[src/design/lare_pkg.sv]
`default_nettype none
package lare_pkg;

   localparam int ENV_ONE        = 65536;
   localparam int RELEASE_CUTOFF = 66;
   localparam int ATTACK_SNAP    = 328;
   localparam int STEP_RESET     = 7;

   // multiplier bits scanned per pass, most significant first
   localparam int ENV_BITS  = 17;
   localparam int WAVE_BITS = 16;

   typedef enum logic [1:0] {
      OP_TICK = 2'd0,
      OP_SET_AMP = 2'd1,
      OP_STOP = 2'd2,
      OP_NONE = 2'd3
   } opcode_type;

   typedef enum logic [1:0] {
      REG_ATTACK_STEP = 2'd0,
      REG_RELEASE_STEP = 2'd1
   } reg_index_type;

   typedef enum logic [1:0] {
      ST_IDLE,
      ST_MUL_ENV,
      ST_MUL_WAVE,
      ST_DONE
   } state_type;

endpackage
`default_nettype wire

[src/design/linear_attack_release_envelope_unit.sv]
// Linear attack/release envelope gate for one voice. Set-amplitude and stop
// transactions update the envelope state in the cycle they are accepted and
// give no result; the block is ready again on the next cycle. An accepted tick
// has its product amplitude * envelope * sample formed by a shift-add
// multiplier that scans one multiplier bit per cycle: first the 17 envelope
// bits, then the 16 sample bits, then the result is loaded into the output
// register; no new transaction is accepted until that load. The load waits,
// and the block stays busy, for as long as the previous result still sits
// unaccepted in the output register. A finished result waits in the output
// register while the next transaction is accepted. Step registers are
// written through the csr port (index 0 attack step, index 1 release step);
// the user must write them only while the block is idle, which the block
// itself does not enforce. Values above 65536 are clamped to 65536.
`default_nettype none
module linear_attack_release_envelope_unit (
   input  wire               clock,
   input  wire               reset,
   input  wire               req_valid,
   output logic              req_ready,
   input  wire  [1:0]        req_opcode,
   input  wire  signed [15:0] req_amplitude_value,
   input  wire  signed [15:0] req_wave_sample,
   output logic              rsp_valid,
   input  wire               rsp_ready,
   output logic signed [15:0] rsp_audio_out,
   output logic              rsp_voice_active,
   input  wire               csr_write_enable,
   input  wire  [1:0]        csr_index,
   input  wire  [16:0]       csr_write_data
);

   localparam logic [16:0] EnvOne = 17'(lare_pkg::ENV_ONE);

   lare_pkg::state_type state_ff, state_in;

   logic [16:0]        attack_step_ff, attack_step_in;
   logic [16:0]        release_step_ff, release_step_in;
   logic signed [15:0] amplitude_ff, amplitude_in;
   logic [16:0]        attack_level_ff, attack_level_in;
   logic [16:0]        release_level_ff, release_level_in;

   logic [4:0]         count_ff, count_in;
   logic signed [47:0] acc_ff, acc_in;
   logic [30:0]        mcand_ff, mcand_in;
   logic [16:0]        mplier_ff, mplier_in;
   logic signed [15:0] wave_ff, wave_in;
   logic               active_ff, active_in;

   logic               rsp_valid_ff, rsp_valid_in;
   logic signed [15:0] audio_ff, audio_in;
   logic               voice_ff, voice_in;

   logic               accept;
   logic               out_free;
   logic               amp_positive;
   logic signed [17:0] release_diff;
   logic signed [17:0] attack_diff;
   logic [16:0]        attack_next;
   logic [16:0]        tick_env;
   logic [14:0]        tick_amp;
   logic signed [47:0] addend;
   logic signed [47:0] acc_step;
   logic signed [16:0] quotient;
   logic [16:0]        csr_clamped;

   assign accept       = req_valid && req_ready;
   assign out_free     = !rsp_valid_ff || rsp_ready;
   assign amp_positive = !amplitude_ff[15] && (amplitude_ff != 16'sd0);
   assign release_diff = $signed({1'b0, release_level_ff}) - $signed({1'b0, release_step_ff});
   assign attack_diff  = $signed({1'b0, attack_level_ff}) - $signed({1'b0, attack_step_ff});
   assign attack_next  = (attack_diff <= $signed(18'(lare_pkg::ATTACK_SNAP)))
                         ? 17'd0 : attack_diff[16:0];
   assign csr_clamped  = (csr_write_data > EnvOne) ? EnvOne : csr_write_data;

   // one shift-add step; the sample's sign bit carries negative weight
   assign addend   = mplier_ff[16] ? $signed({17'd0, mcand_ff}) : 48'sd0;
   assign acc_step = $signed({acc_ff[46:0], 1'b0})
                   + (((state_ff == lare_pkg::ST_MUL_WAVE) && (count_ff == 5'd0))
                      ? -addend : addend);
   // floor shift right by 31
   assign quotient = acc_ff[47:31];

   // next state
   always_comb begin
      state_in = state_ff;
      case (state_ff)
         lare_pkg::ST_IDLE: begin
            if (accept && (req_opcode == lare_pkg::OP_TICK)) state_in = lare_pkg::ST_MUL_ENV;
         end
         lare_pkg::ST_MUL_ENV: begin
            if (count_ff == 5'(lare_pkg::ENV_BITS - 1)) state_in = lare_pkg::ST_MUL_WAVE;
         end
         lare_pkg::ST_MUL_WAVE: begin
            if (count_ff == 5'(lare_pkg::WAVE_BITS - 1)) state_in = lare_pkg::ST_DONE;
         end
         lare_pkg::ST_DONE: begin
            if (out_free) state_in = lare_pkg::ST_IDLE;
         end
         default: state_in = lare_pkg::ST_IDLE;
      endcase
   end

   // outputs
   always_comb begin
      req_ready        = (state_ff == lare_pkg::ST_IDLE);
      rsp_valid        = rsp_valid_ff;
      rsp_audio_out    = audio_ff;
      rsp_voice_active = voice_ff;
   end

   // tick envelope and multiplicand, taken from the state before the tick
   always_comb begin
      tick_env = 17'd0;
      tick_amp = 15'd0;
      if (amp_positive) begin
         tick_amp = amplitude_ff[14:0];
         tick_env = (release_level_ff != 17'd0) ? release_level_ff : EnvOne - attack_next;
      end
   end

   // envelope state, configuration and datapath
   always_comb begin
      attack_step_in   = attack_step_ff;
      release_step_in  = release_step_ff;
      amplitude_in     = amplitude_ff;
      attack_level_in  = attack_level_ff;
      release_level_in = release_level_ff;
      count_in         = count_ff;
      acc_in           = acc_ff;
      mcand_in         = mcand_ff;
      mplier_in        = mplier_ff;
      wave_in          = wave_ff;
      active_in        = active_ff;
      rsp_valid_in     = rsp_valid_ff && !rsp_ready;
      audio_in         = audio_ff;
      voice_in         = voice_ff;

      if (csr_write_enable) begin
         case (csr_index)
            lare_pkg::REG_ATTACK_STEP:  attack_step_in = csr_clamped;
            lare_pkg::REG_RELEASE_STEP: release_step_in = csr_clamped;
            default: ;
         endcase
      end

      if (accept) begin
         case (req_opcode)
            lare_pkg::OP_SET_AMP: begin
               release_level_in = 17'd0;
               if (req_amplitude_value == 16'sd0) begin
                  release_level_in = EnvOne;
               end else begin
                  if (amplitude_ff == 16'sd0) attack_level_in = EnvOne;
                  amplitude_in = req_amplitude_value;
               end
            end
            lare_pkg::OP_STOP: begin
               if (release_level_ff == 17'd0) release_level_in = EnvOne;
            end
            lare_pkg::OP_TICK: begin
               active_in = amp_positive;
               if (amp_positive) begin
                  if (release_level_ff != 17'd0) begin
                     if (release_diff <= $signed(18'(lare_pkg::RELEASE_CUTOFF))) begin
                        amplitude_in     = 16'sd0;
                        attack_level_in  = EnvOne;
                        release_level_in = 17'd0;
                        active_in        = 1'b0;
                     end else begin
                        release_level_in = release_diff[16:0];
                     end
                  end else begin
                     attack_level_in = attack_next;
                  end
               end
               count_in  = 5'd0;
               acc_in    = 48'sd0;
               mcand_in  = {16'd0, tick_amp};
               mplier_in = tick_env;
               wave_in   = req_wave_sample;
            end
            default: ;
         endcase
      end

      case (state_ff)
         lare_pkg::ST_MUL_ENV: begin
            acc_in    = acc_step;
            mplier_in = {mplier_ff[15:0], 1'b0};
            count_in  = count_ff + 5'd1;
            // hand amplitude * envelope over as the multiplicand of the sample pass
            if (count_ff == 5'(lare_pkg::ENV_BITS - 1)) begin
               count_in  = 5'd0;
               acc_in    = 48'sd0;
               mcand_in  = acc_step[30:0];
               mplier_in = {wave_ff, 1'b0};
            end
         end
         lare_pkg::ST_MUL_WAVE: begin
            acc_in    = acc_step;
            mplier_in = {mplier_ff[15:0], 1'b0};
            count_in  = count_ff + 5'd1;
         end
         lare_pkg::ST_DONE: begin
            if (out_free) begin
               rsp_valid_in = 1'b1;
               voice_in     = active_ff;
               if (!quotient[16] && quotient[15]) begin
                  audio_in = 16'sh7fff;
               end else if (quotient[16] && !quotient[15]) begin
                  audio_in = -16'sh8000;
               end else begin
                  audio_in = quotient[15:0];
               end
            end
         end
         default: ;
      endcase
   end

   always_ff @(posedge clock) begin
      if (reset) begin
         state_ff         <= lare_pkg::ST_IDLE;
         attack_step_ff   <= 17'(lare_pkg::STEP_RESET);
         release_step_ff  <= 17'(lare_pkg::STEP_RESET);
         amplitude_ff     <= 16'sd0;
         attack_level_ff  <= EnvOne;
         release_level_ff <= 17'd0;
         count_ff         <= 5'd0;
         rsp_valid_ff     <= 1'b0;
      end else begin
         state_ff         <= state_in;
         attack_step_ff   <= attack_step_in;
         release_step_ff  <= release_step_in;
         amplitude_ff     <= amplitude_in;
         attack_level_ff  <= attack_level_in;
         release_level_ff <= release_level_in;
         count_ff         <= count_in;
         rsp_valid_ff     <= rsp_valid_in;
      end
   end

   always_ff @(posedge clock) begin
      acc_ff    <= acc_in;
      mcand_ff  <= mcand_in;
      mplier_ff <= mplier_in;
      wave_ff   <= wave_in;
      active_ff <= active_in;
      audio_ff  <= audio_in;
      voice_ff  <= voice_in;
   end

   // a tick transaction starts the envelope pass
   a_tick_starts: assert property (@(posedge clock) disable iff (reset)
      (accept && (req_opcode == lare_pkg::OP_TICK)) |=> (state_ff == lare_pkg::ST_MUL_ENV))
      else $error("tick did not start multiply");

   // a finished product is loaded into a free output register and the unit goes idle
   a_done_loads: assert property (@(posedge clock) disable iff (reset)
      ((state_ff == lare_pkg::ST_DONE) && out_free)
      |=> (rsp_valid_ff && (state_ff == lare_pkg::ST_IDLE)))
      else $error("result not delivered from done state");

   // a running release always sits above the cutoff
   a_release_range: assert property (@(posedge clock) disable iff (reset)
      (release_level_ff != 17'd0) |->
      ((release_level_ff > 17'(lare_pkg::RELEASE_CUTOFF)) && (release_level_ff <= EnvOne)))
      else $error("release level out of range");

   // ramp state and steps never exceed full scale
   a_level_range: assert property (@(posedge clock) disable iff (reset)
      (attack_level_ff <= EnvOne) && (attack_step_ff <= EnvOne) && (release_step_ff <= EnvOne))
      else $error("attack level or step above full scale");

endmodule
`default_nettype wire

[config.mk]
export PLATFORM = sky130hd
export DESIGN_NAME = linear_attack_release_envelope_unit
export DESIGN_NICKNAME = d
export VERILOG_FILES = /design/src/design/lare_pkg.sv /design/src/design/linear_attack_release_envelope_unit.sv
export SDC_FILE = /design/constraint.sdc
export NUM_CORES = 1
export LEC_CHECK = 0
export ABC_AREA = 1
export ABC_CLOCK_PERIOD_IN_PS = 12200
export BUFFER_PORTS_ARGS = -buffer_cell sky130_fd_sc_hd__buf_2
export CORE_UTILIZATION = 55
export DETAILED_ROUTE_END_ITERATION = 8
export HOLD_SLACK_MARGIN = 0.03
export PLACE_DENSITY = 0.73
export RECOVER_POWER = 100
export SYNTH_ARGS = -nofsm -noshare
export SYNTH_HDL_FRONTEND = slang
export SYNTH_SLANG_ARGS = --single-unit
[constraint.sdc]
create_clock -name clock -period 12.2 [get_ports clock]
set_input_delay 0.61 -clock clock [delete_from_list [all_inputs] [get_ports clock]]
set_output_delay 0.61 -clock clock [all_outputs]
set_load 0.03 [all_outputs]
# [Word-level counts from Yosys, hierarchy flattened]
# Index checks and enable logic that the tools add are counted.
[op_classes] n_addsub=6 order_cmp=3 n_eq_ne=19 mux=50 reduce_logical=35
[ops] cell="17-bit two-way mux" n=17
[ops] cell="48-bit two-way mux" n=4
[ops] cell="31-bit two-way mux" n=5
[ops] cell="48-bit case mux with 2 select lines" n=1
[ops] cell="16-bit two-way mux" n=5
[ops] cell="17-bit case mux with 2 select lines" n=2
[ops] cell="17-bit case mux with 3 select lines" n=1
[ops] cell="48-bit adder" n=1
[ops] cell="31-bit negator with 48-bit output" n=1
[ops] cell="17-bit by 17-bit subtractor with 18-bit output" n=2
[ops] cell="16-bit logical NOT" n=2
[ops] cell="16-bit case mux with 2 select lines" n=1
[ops] cell="18-bit by 10-bit less-or-equal comparator with 1-bit output (second input constant)" n=1
[ops] cell="18-bit by 8-bit less-or-equal comparator with 1-bit output (second input constant)" n=1
[ops] cell="17-bit greater-than comparator (second input constant)" n=1
[ops] cell="17-bit logical NOT" n=1
[ops] cell="17-bit nonzero test" n=1
[ops] cell="17-bit subtractor (first input constant)" n=1
[ops] cell="16-bit nonzero test" n=1
[ops] cell="15-bit two-way mux" n=1
[ops] cell="5-bit two-way mux" n=3
[ops] cell="2-bit != test (second input constant)" n=6
[ops] cell="6-bit AND reduction" n=2
[ops] cell="5-bit case mux with 2 select lines" n=1
[ops] cell="other kinds (20)" n=51
[word_totals] reg_bits=222 output_inout_bits=19 elab_cells=128

# [Longest topological paths before layout]
# Gate-level depths: netlist of run 1.
[depth] ltp_word=9 depth_mapped=30 depth_no_buf=29

# [Least setup slack after synthesis of run 1]
# OpenSTA, ideal clock, no wires.
[synth_timing] path_type="input to register" start="input port req_opcode[0]" end="register count_ff[3]" setup_ps=133 arrival_ps=4154 setup_slack_ps=7914 cell_stages=9 n_path_buf=1 cell_sequence="clkbuf_1 nor2_1 inv_1 nor2_1 nor3_1 inv_1 nand4_1 xor2_1 nor2_1"
[synth_between] elab_chain_len=3
[synth_lines] element="from (decl)" line_no="linear_attack_release_envelope_unit.sv:20" text="input wire [1:0] req_opcode,"
[synth_lines] element="2-bit logical NOT" line_no="linear_attack_release_envelope_unit.sv:147" text="case (req_opcode)"
[synth_lines] element="3-bit nonzero test (no line)"
[synth_lines] element="2-bit AND reduction (no line)"
[synth_lines] element="to (signal assigned)" line_no="linear_attack_release_envelope_unit.sv:238" text="count_ff <= count_in;"
[synth_lines] element="to (decl)" line_no="linear_attack_release_envelope_unit.sv:42" text="logic [4:0] count_ff, count_in;"
# Every way passes these cells.
# A chain may end at the register's enable or synchronous reset.

# [Worst setup path after layout of run 1]
[layout_timing] start="register state_ff[0]" end="register acc_ff[42] (data pin)"
[layout_between] elab_chain_len=6 elab_cells_between_ends=7 classes_between="add/sub: 1; eq/ne: 2; mux: 3; reduce/logical: 1"
[layout_lines] element="from (decl)" line_no="linear_attack_release_envelope_unit.sv:34" text="lare_pkg::state_type state_ff, state_in;"
[layout_lines] element="from (signal assigned)" line_no="linear_attack_release_envelope_unit.sv:223" text="state_ff <= lare_pkg::ST_IDLE;"
[layout_lines] element="from (signal assigned)" line_no="linear_attack_release_envelope_unit.sv:232" text="state_ff <= state_in;"
[layout_lines] element="2-bit == test" line_no="linear_attack_release_envelope_unit.sv:78, linear_attack_release_envelope_unit.sv:186"
[layout_lines] element="1-bit logical AND" line_no="linear_attack_release_envelope_unit.sv:78" text="+ (((state_ff == lare_pkg::ST_MUL_WAVE) && (count_ff == 5'd0))"
[layout_lines] element="48-bit two-way mux" line_no="linear_attack_release_envelope_unit.sv:79" text="? -addend : addend);"
[layout_lines] element="48-bit adder" line_no="linear_attack_release_envelope_unit.sv:78"
[layout_lines] element="48-bit two-way mux" line_no="linear_attack_release_envelope_unit.sv:192" text="if (count_ff == 5'(lare_pkg::ENV_BITS - 1)) begin"
[layout_lines] element="48-bit case mux with 2 select lines *" line_no="linear_attack_release_envelope_unit.sv:186" text="case (state_ff)"
[layout_lines] element="via acc_in[42]" line_no="linear_attack_release_envelope_unit.sv:43" text="logic signed [47:0] acc_ff, acc_in;"
[layout_lines] element="to (signal assigned)" line_no="linear_attack_release_envelope_unit.sv:244" text="acc_ff <= acc_in;"
[layout_lines] element="to (decl)" line_no="linear_attack_release_envelope_unit.sv:43"
# The timed path passes the listed nets; every way through them passes the cells marked *.

==> results of run 1 <==
==> routing by layer <==
layer	global-route usage, %	part of all wire [%]	vias to the layer above
met5	0	0.032	-
met4	11.2	3.9	2
met3	2.91	4.7	87
met2	51.9	48	380
met1	35.7	43	6417
li1	-	-	7132
==> worst register-to-register path: stages (launching register included) <==
cell and delay (ps):
dfxtp_1 330, inv_1 110, ha_1 200, inv_1 80, nor3_1 170, clkbuf_1 940, clkinv_1 880, nor2_1 310
xor2_1 170, inv_1 70, ha_1 360, nand2_1 70, nand2_1 80, nand3_1 70, nand2_1 60, a21oi_1 60
o21ai_0 440, a21oi_1 210, o21ai_0 560, nand2_1 170, nand2_1 140, nand3_1 70, nand2_1 80, o21ai_0 70
a21oi_1 200
==> through the flow <==
step           total power [mW]  std cells
6_report                   3.37       2535
5_1_grt                    3.61       2535
4_1_cts                    3.38       2535
3_5_place_dp               2.63       2489
3_3_place_gp               2.62       2489
2_1_floorplan              2.24       2125
==> sequential cells by signal, indices dropped and copies added (netlist names) <==
signal / flops
acc_ff: 48
mcand_ff: 31
attack_level_ff: 17
attack_step_ff: 17
mplier_ff: 17
release_level_ff: 17
release_step_ff: 17
amplitude_ff: 16
rsp_audio_out: 16
wave_ff: 16
count_ff: 5
state_ff: 2
active_ff: 1
rsp_valid: 1
rsp_voice_active: 1
==> area by class of cell <==
cell class                 instances  share of cell area, %
multi-input combinational       1539                   50.2
sequential                       222                   33.0
inverter                         302                   6.88
clock buffer                      38                   4.54
tap                              341                   2.59
timing repair buffer              85                   2.45
clock inverter                     8                  0.281
==> how the worst max path moves through the flow <==
stage                              from                        to  slack (ps)  cells past startpoint
6_report       state_ff[0]$_SDFFE_PP0P_      acc_ff[42]$_DFFE_PP_        6130                     24
5_1_grt        state_ff[0]$_SDFFE_PP0P_      acc_ff[42]$_DFFE_PP_        5500                     24
4_1_cts         mplier_ff[16]$_DFFE_PP_      acc_ff[43]$_DFFE_PP_        7250                     26
3_5_place_dp    mplier_ff[16]$_DFFE_PP_      acc_ff[43]$_DFFE_PP_        7280                     26
3_3_place_gp    mplier_ff[16]$_DFFE_PP_      acc_ff[43]$_DFFE_PP_        7450                     25
2_1_floorplan             req_opcode[0]  count_ff[3]$_SDFFE_PP0P_        7910                      9
==> power breakdown <==
part | switching (mW) | internal (mW)
Combinational | 1.08 | 0.460
Sequential | 0.0853 | 1.02
Clock | 0.309 | 0.422
==> cells by family after synthesis <==
group / Yosys count / synth area share (%)
compound gates: 454 / 16.9
xor+xnor: 77 / 4.49
fa+ha+maj: 92 / 7.72
buf+inv: 364 / 9.28
flops: 222 / 35.8
simple gates: 916 / 25.9
==> synth_stat cells, drive strengths merged (2+ instances only) <==
cell | instances | area share, %
nand2 | 524 | 13
inv | 300 | 7.4
a21oi | 210 | 7.0
nor2 | 206 | 5.5
o21ai | 158 | 5.3
dfxtp | 123 | 16
nand3 | 117 | 4.1
edfxtp | 99 | 20
ha | 89 | 7.3
xor2 | 61 | 3.6
clkbuf | 46 | 1.1
nor3 | 23 | 0.86
o211ai | 21 | 1.3
a31oi | 16 | 0.66
buf | 16 | 0.68
nand4 | 16 | 0.66
nor4 | 16 | 0.66
xnor2 | 16 | 0.92
a22oi | 12 | 0.59
a22o | 8 | 0.46
o21a | 8 | 0.40
and2 | 4 | 0.16
nand3b | 4 | 0.20
or2 | 4 | 0.16
a211oi | 3 | 0.15
a21o | 3 | 0.15
fa | 3 | 0.40
o21bai | 3 | 0.15
o22ai | 3 | 0.12
o31ai | 3 | 0.33
clkinv | 2 | 0.049
==> results.yml, run 1 <==
global_route:
  grt_antenna_before_repair: 1
  grt_max_degree: 53
  grt_overflow: 0
  grt_use_total_pct: 29.0
  grt_pass1_wl_um: 66000
  grt_pass1_vias: 13400
synthesis:
  ys_ff_latch: 222
  syn_nets: 2275
  synth_edf_count: 99
  async_reset_ff_share_pct: 0
  synthFlopType: "dfxtp_1"
  synth_area_mm2: 0.0152
  ys_seq_area_share_pct: 35.8
  ys.warnings.count: 0
  synth_cells: 2125
  syn_area_per_cell_um2: 7.15
  synthDistinctLibCells: 57
setup_path:
  critPathBufInv: 5
  cp_max_fo: 23
  critical_path_class: "flip-flop to flip-flop"
  critPathArrivalTime_ps: 6440
  crit_top_cell: "nand2_1"
  reg2reg_from: "state_ff[0]$_SDFFE_PP0P_"
  r2r_slack_ps: 6130
  ff2ff_path_depth: 24
  end_kind: "flip-flop"
  startpoint_type: "flip-flop"
  critPathRequiredTime_ps: 12580
  cp_slowest_stage_delay_ps: 940
  r2r-end: "acc_ff[42]$_DFFE_PP_"
  path_cells: "inv_1, ha_1, inv_1, nor3_1, clkbuf_1, clkinv_1, nor2_1, xor2_1, inv_1, ha_1, nand2_1, nand2_1, nand3_1, nand2_1, a21oi_1, o21ai_0, a21oi_1, o21ai_0, nand2_1, nand2_1, nand3_1, nand2_1, o21ai_0, a21oi_1"
  cp_top_family: "buffers and inverters"
  slowest_stage: "clkbuf_1"
sta:
  setup_viol: 0
  post-route-min-period_ps: 6070
  tightest_slew_ps: 3180
  max_slew_margin_pct: -112
  whs_ps: 251
  hold_viol: 0
  fin_ws_ps: 6130
  finClkSkew_ps: 10.5
  slew_viol_final: 197
  rsz0062_at_grt: "no"
  fmax_ghz: 0.165
  fin_crit_sh_pct: 49.7
  setup-tns-final_ps: 0
drt:
  ant_nets: 0
  vias_per_cell: 5.53
  dr.first_iter.drc_count: 1098
  via_count: 14000
  first_pass_iters: 5
  wl_per_cell_um: 16.1
  drcViolationCount: 0
  wirelength_um: 40900
clocking:
  cts_hold_buffers: 0
  clk_latency_ps: 540
  cts_buffers: 25
  post-cts-setup-buffers: 0
  root_buffer: "clkbuf_16"
  clk_path_buf_depth: 3
  cts.sink_count: 222
  clk_pin_slew_worst_paths_ps: 60
  htree_levels: 1
  cts_resized: 0
  tritoncts: "yes"
finish:
  seq_area_mm2: 0.00544
  area_growth_pct: 8.37
  diodes: 0
  final_cell_mix: "509 x nand2_1, 295 x inv_1, 208 x a21oi_1"
  final_util_pct: 60.9
  multi_input_comb_area_mm2: 0.00827
  design_area_mm2: 0.0165
  final_net_count: 2325
  final_common_cell: "nand2_1"
  nFillCells: 2570
  drive_above_1_share_pct: 6.79
die:
  core_area_mm2: 0.0270
  die_x_um: 168
  dieArea_mm2: 0.0283
  rows: 60
  io_pins: 77
  die_y_um: 168
  initial_core_util_pct: 56.2
job:
  max-cap-violations: 5
min_path:
  holdPathStages: 1
  hold_class: "primary input to flip-flop"
  hold_start: "req_wave_sample[12]"
  min_to: "wave_ff[12]$_DFFE_PP_"
place:
  routabilityCongestion: 1.00
  dp_hpwl_um: 31300
  dpl-instance-area_mm2: 0.0158
  dp_slack_ps: 7280
  port_buffers: 76
pwr:
  pwr_density_cell_mw_per_mm2: 205
  p_leak_nw: 7.74
  vdd_drop_max_mv: 0.130
run_status:
  status: "finished, violations left"
  violations: "max-capacitance violations, max-slew violations"
(Power assumes the default switching activity.)
==> run 2: changes to the inputs <==
- ABC_CLOCK_PERIOD_IN_PS: 12200 -> 5770
- clock period: 12.2 -> 5.77 ns (I/O delays scaled with it)
==> run 2 against run 1 <==
  * Register-to-register slack got worse by 5500 ps
  * First-iteration DRC count decreased by 6.3%
  * Clock skew decreased by 0.61 ps
  * Via count increased by 1.4%
  * Critical path type unchanged
  * Sequential power increased by 110%
  * The run still ends with max-capacitance violations, max-slew violations left
  * Global-route usage increased by 0.83 points
==> results.yml, run 2 (same netlist as run 1, synthesis figures left out) <==
global_route:
  grt_pass1_wl_um: 67900
  grt_overflow: 0
  grt_pass1_vias: 13600
  grt_use_total_pct: 29.8
  grt_max_degree: 49
  grt_antenna_before_repair: 0
place:
  dp_hpwl_um: 31900
  routabilityCongestion: 0.937
  port_buffers: 76
  dp_slack_ps: 1070
drt:
  via_count: 14200
  wirelength_um: 42200
  wl_per_cell_um: 16.4
  ant_nets: 0
  first_pass_iters: 8
  dr.first_iter.drc_count: 1029
  vias_per_cell: 5.52
  drcViolationCount: 0
clocking:
  post-cts-setup-buffers: 0
  clk_pin_slew_worst_paths_ps: 60
  root_buffer: "clkbuf_16"
  cts.sink_count: 222
  clk_path_buf_depth: 3
  tritoncts: "yes"
  clk_latency_ps: 550
  htree_levels: 1
  cts_hold_buffers: 36
  cts_buffers: 26
  cts_resized: 0
run_status:
  violations: "max-capacitance violations, max-slew violations"
  status: "finished, violations left"
die:
  io_pins: 77
  rows: 60
  initial_core_util_pct: 56.2
  dieArea_mm2: 0.0283
  die_y_um: 168
  core_area_mm2: 0.0270
  die_x_um: 168
min_path:
  hold_class: "primary input to flip-flop"
sta:
  max_slew_margin_pct: -27.8
  setup-tns-final_ps: 0
  rsz0062_at_grt: "no"
  fmax_ghz: 0.194
  fin_ws_ps: 606
  hold_viol: 0
  fin_crit_sh_pct: 89.5
  post-route-min-period_ps: 5160
  tightest_slew_ps: 1920
  finClkSkew_ps: 9.86
  slew_viol_final: 200
  setup_viol: 0
finish:
  seq_area_mm2: 0.00544
  final_common_cell: "nand2_1"
  area_growth_pct: 11.5
  top_regs: "acc_ff (48), mcand_ff (31)"
  largest_register: "acc_ff"
  final_cell_mix: "508 x nand2_1, 295 x inv_1, 208 x a21oi_1"
  final_net_count: 2366
  final_util_pct: 62.7
  diodes: 0
  nFillCells: 2444
  drive_above_1_share_pct: 6.66
  multi_input_comb_area_mm2: 0.00825
  largest_reg_flops: 48
pwr:
  p_leak_nw: 7.92
  vdd_drop_max_mv: 0.295
  pwr_density_cell_mw_per_mm2: 434
setup_path:
  startpoint_type: "flip-flop"
  end_kind: "flip-flop"
  cp_max_fo: 20
  critPathArrivalTime_ps: 5430
  critPathRequiredTime_ps: 6040
  r2r_slack_ps: 610
  critical_path_class: "flip-flop to flip-flop"
job:
  max-cap-violations: 6
-- run 2: changes by cell type in the layout (fill, tap and decap cells not counted), sizes merged --
cell	change
clkinv	+3
clkbuf	-4
bufinv	+5
inv	-2
clkinvlp	+3
buf	+1
dlygate4sd3	+36
-- run 2: final timing paths --
kind | startpoint | end | depth (start not counted)
hold / removal | csr_write_data[11] | attack_step_ff[11]$_SDFFE_PP0P_ | 3
hold reg to reg | attack_level_ff[0]$_SDFFE_PP0P_ | attack_level_ff[0]$_SDFFE_PP0P_ | 2
setup reg to reg | attack_step_ff[0]$_SDFFE_PP1P_ | mplier_ff[16]$_DFFE_PP_ | 21
setup / recovery | attack_step_ff[0]$_SDFFE_PP1P_ | mplier_ff[16]$_DFFE_PP_ | 21
-- run 2: critical path, stage by stage (launching register included) --
cell,delay (ps)
dfxtp_1,330
ha_1,230
fa_1,400
inv_1,140
nand3_1,80
nand2_1,160
nand2_1,70
nand2_1,100
xor2_1,430
nand2_1,130
nand3_2,90
clkbuf_1,720
nand2_1,640
nor2_1,360
inv_1,70
ha_1,240
nand2_2,130
nor2_1,90
nand3_1,90
nand3_1,130
nand2_1,150
nand2_1,100
-- run 2: layout make-up --
type / count / area share (%)
multi-input combinational: 1539 / 48.7
sequential: 222 / 32.1
inverter: 302 / 6.69
timing repair buffer: 125 / 4.66
clock buffer: 31 / 3.95
tap: 341 / 2.52
clock inverter: 17 / 1.36
-- run 2: where the power goes --
group	switching, mW	internal [mW]
clock network	0.682	1.05
registers	0.196	2.14
logic	2.29	0.988
total	3.17	4.19
-- run 2: metal layers --
layer / track usage (%) / share of wire (%)
met3: 3.34 / 5.0
met1: 37.3 / 43
met4: 10.6 / 3.9
met5: 0 / 0
met2: 52.9 / 48
-- run 2: per-stage QoR --
| step | cells | instance area, um2 | power [mW] | hold slack (ps) |
|---|---|---|---|---|
| 6_report | 2577 | 16900 | 7.35 | 55.8 |
| 5_1_grt | 2577 | 16900 | 7.86 | 57.8 |
| 4_1_cts | 2577 | 17100 | 7.37 | 36.1 |
| 3_5_place_dp | 2493 | 15800 | 5.61 | 454 |
| 3_3_place_gp | 2493 | 15800 | 5.57 | 439 |
| 2_1_floorplan | 2125 | 15200 | 4.74 | 387 |
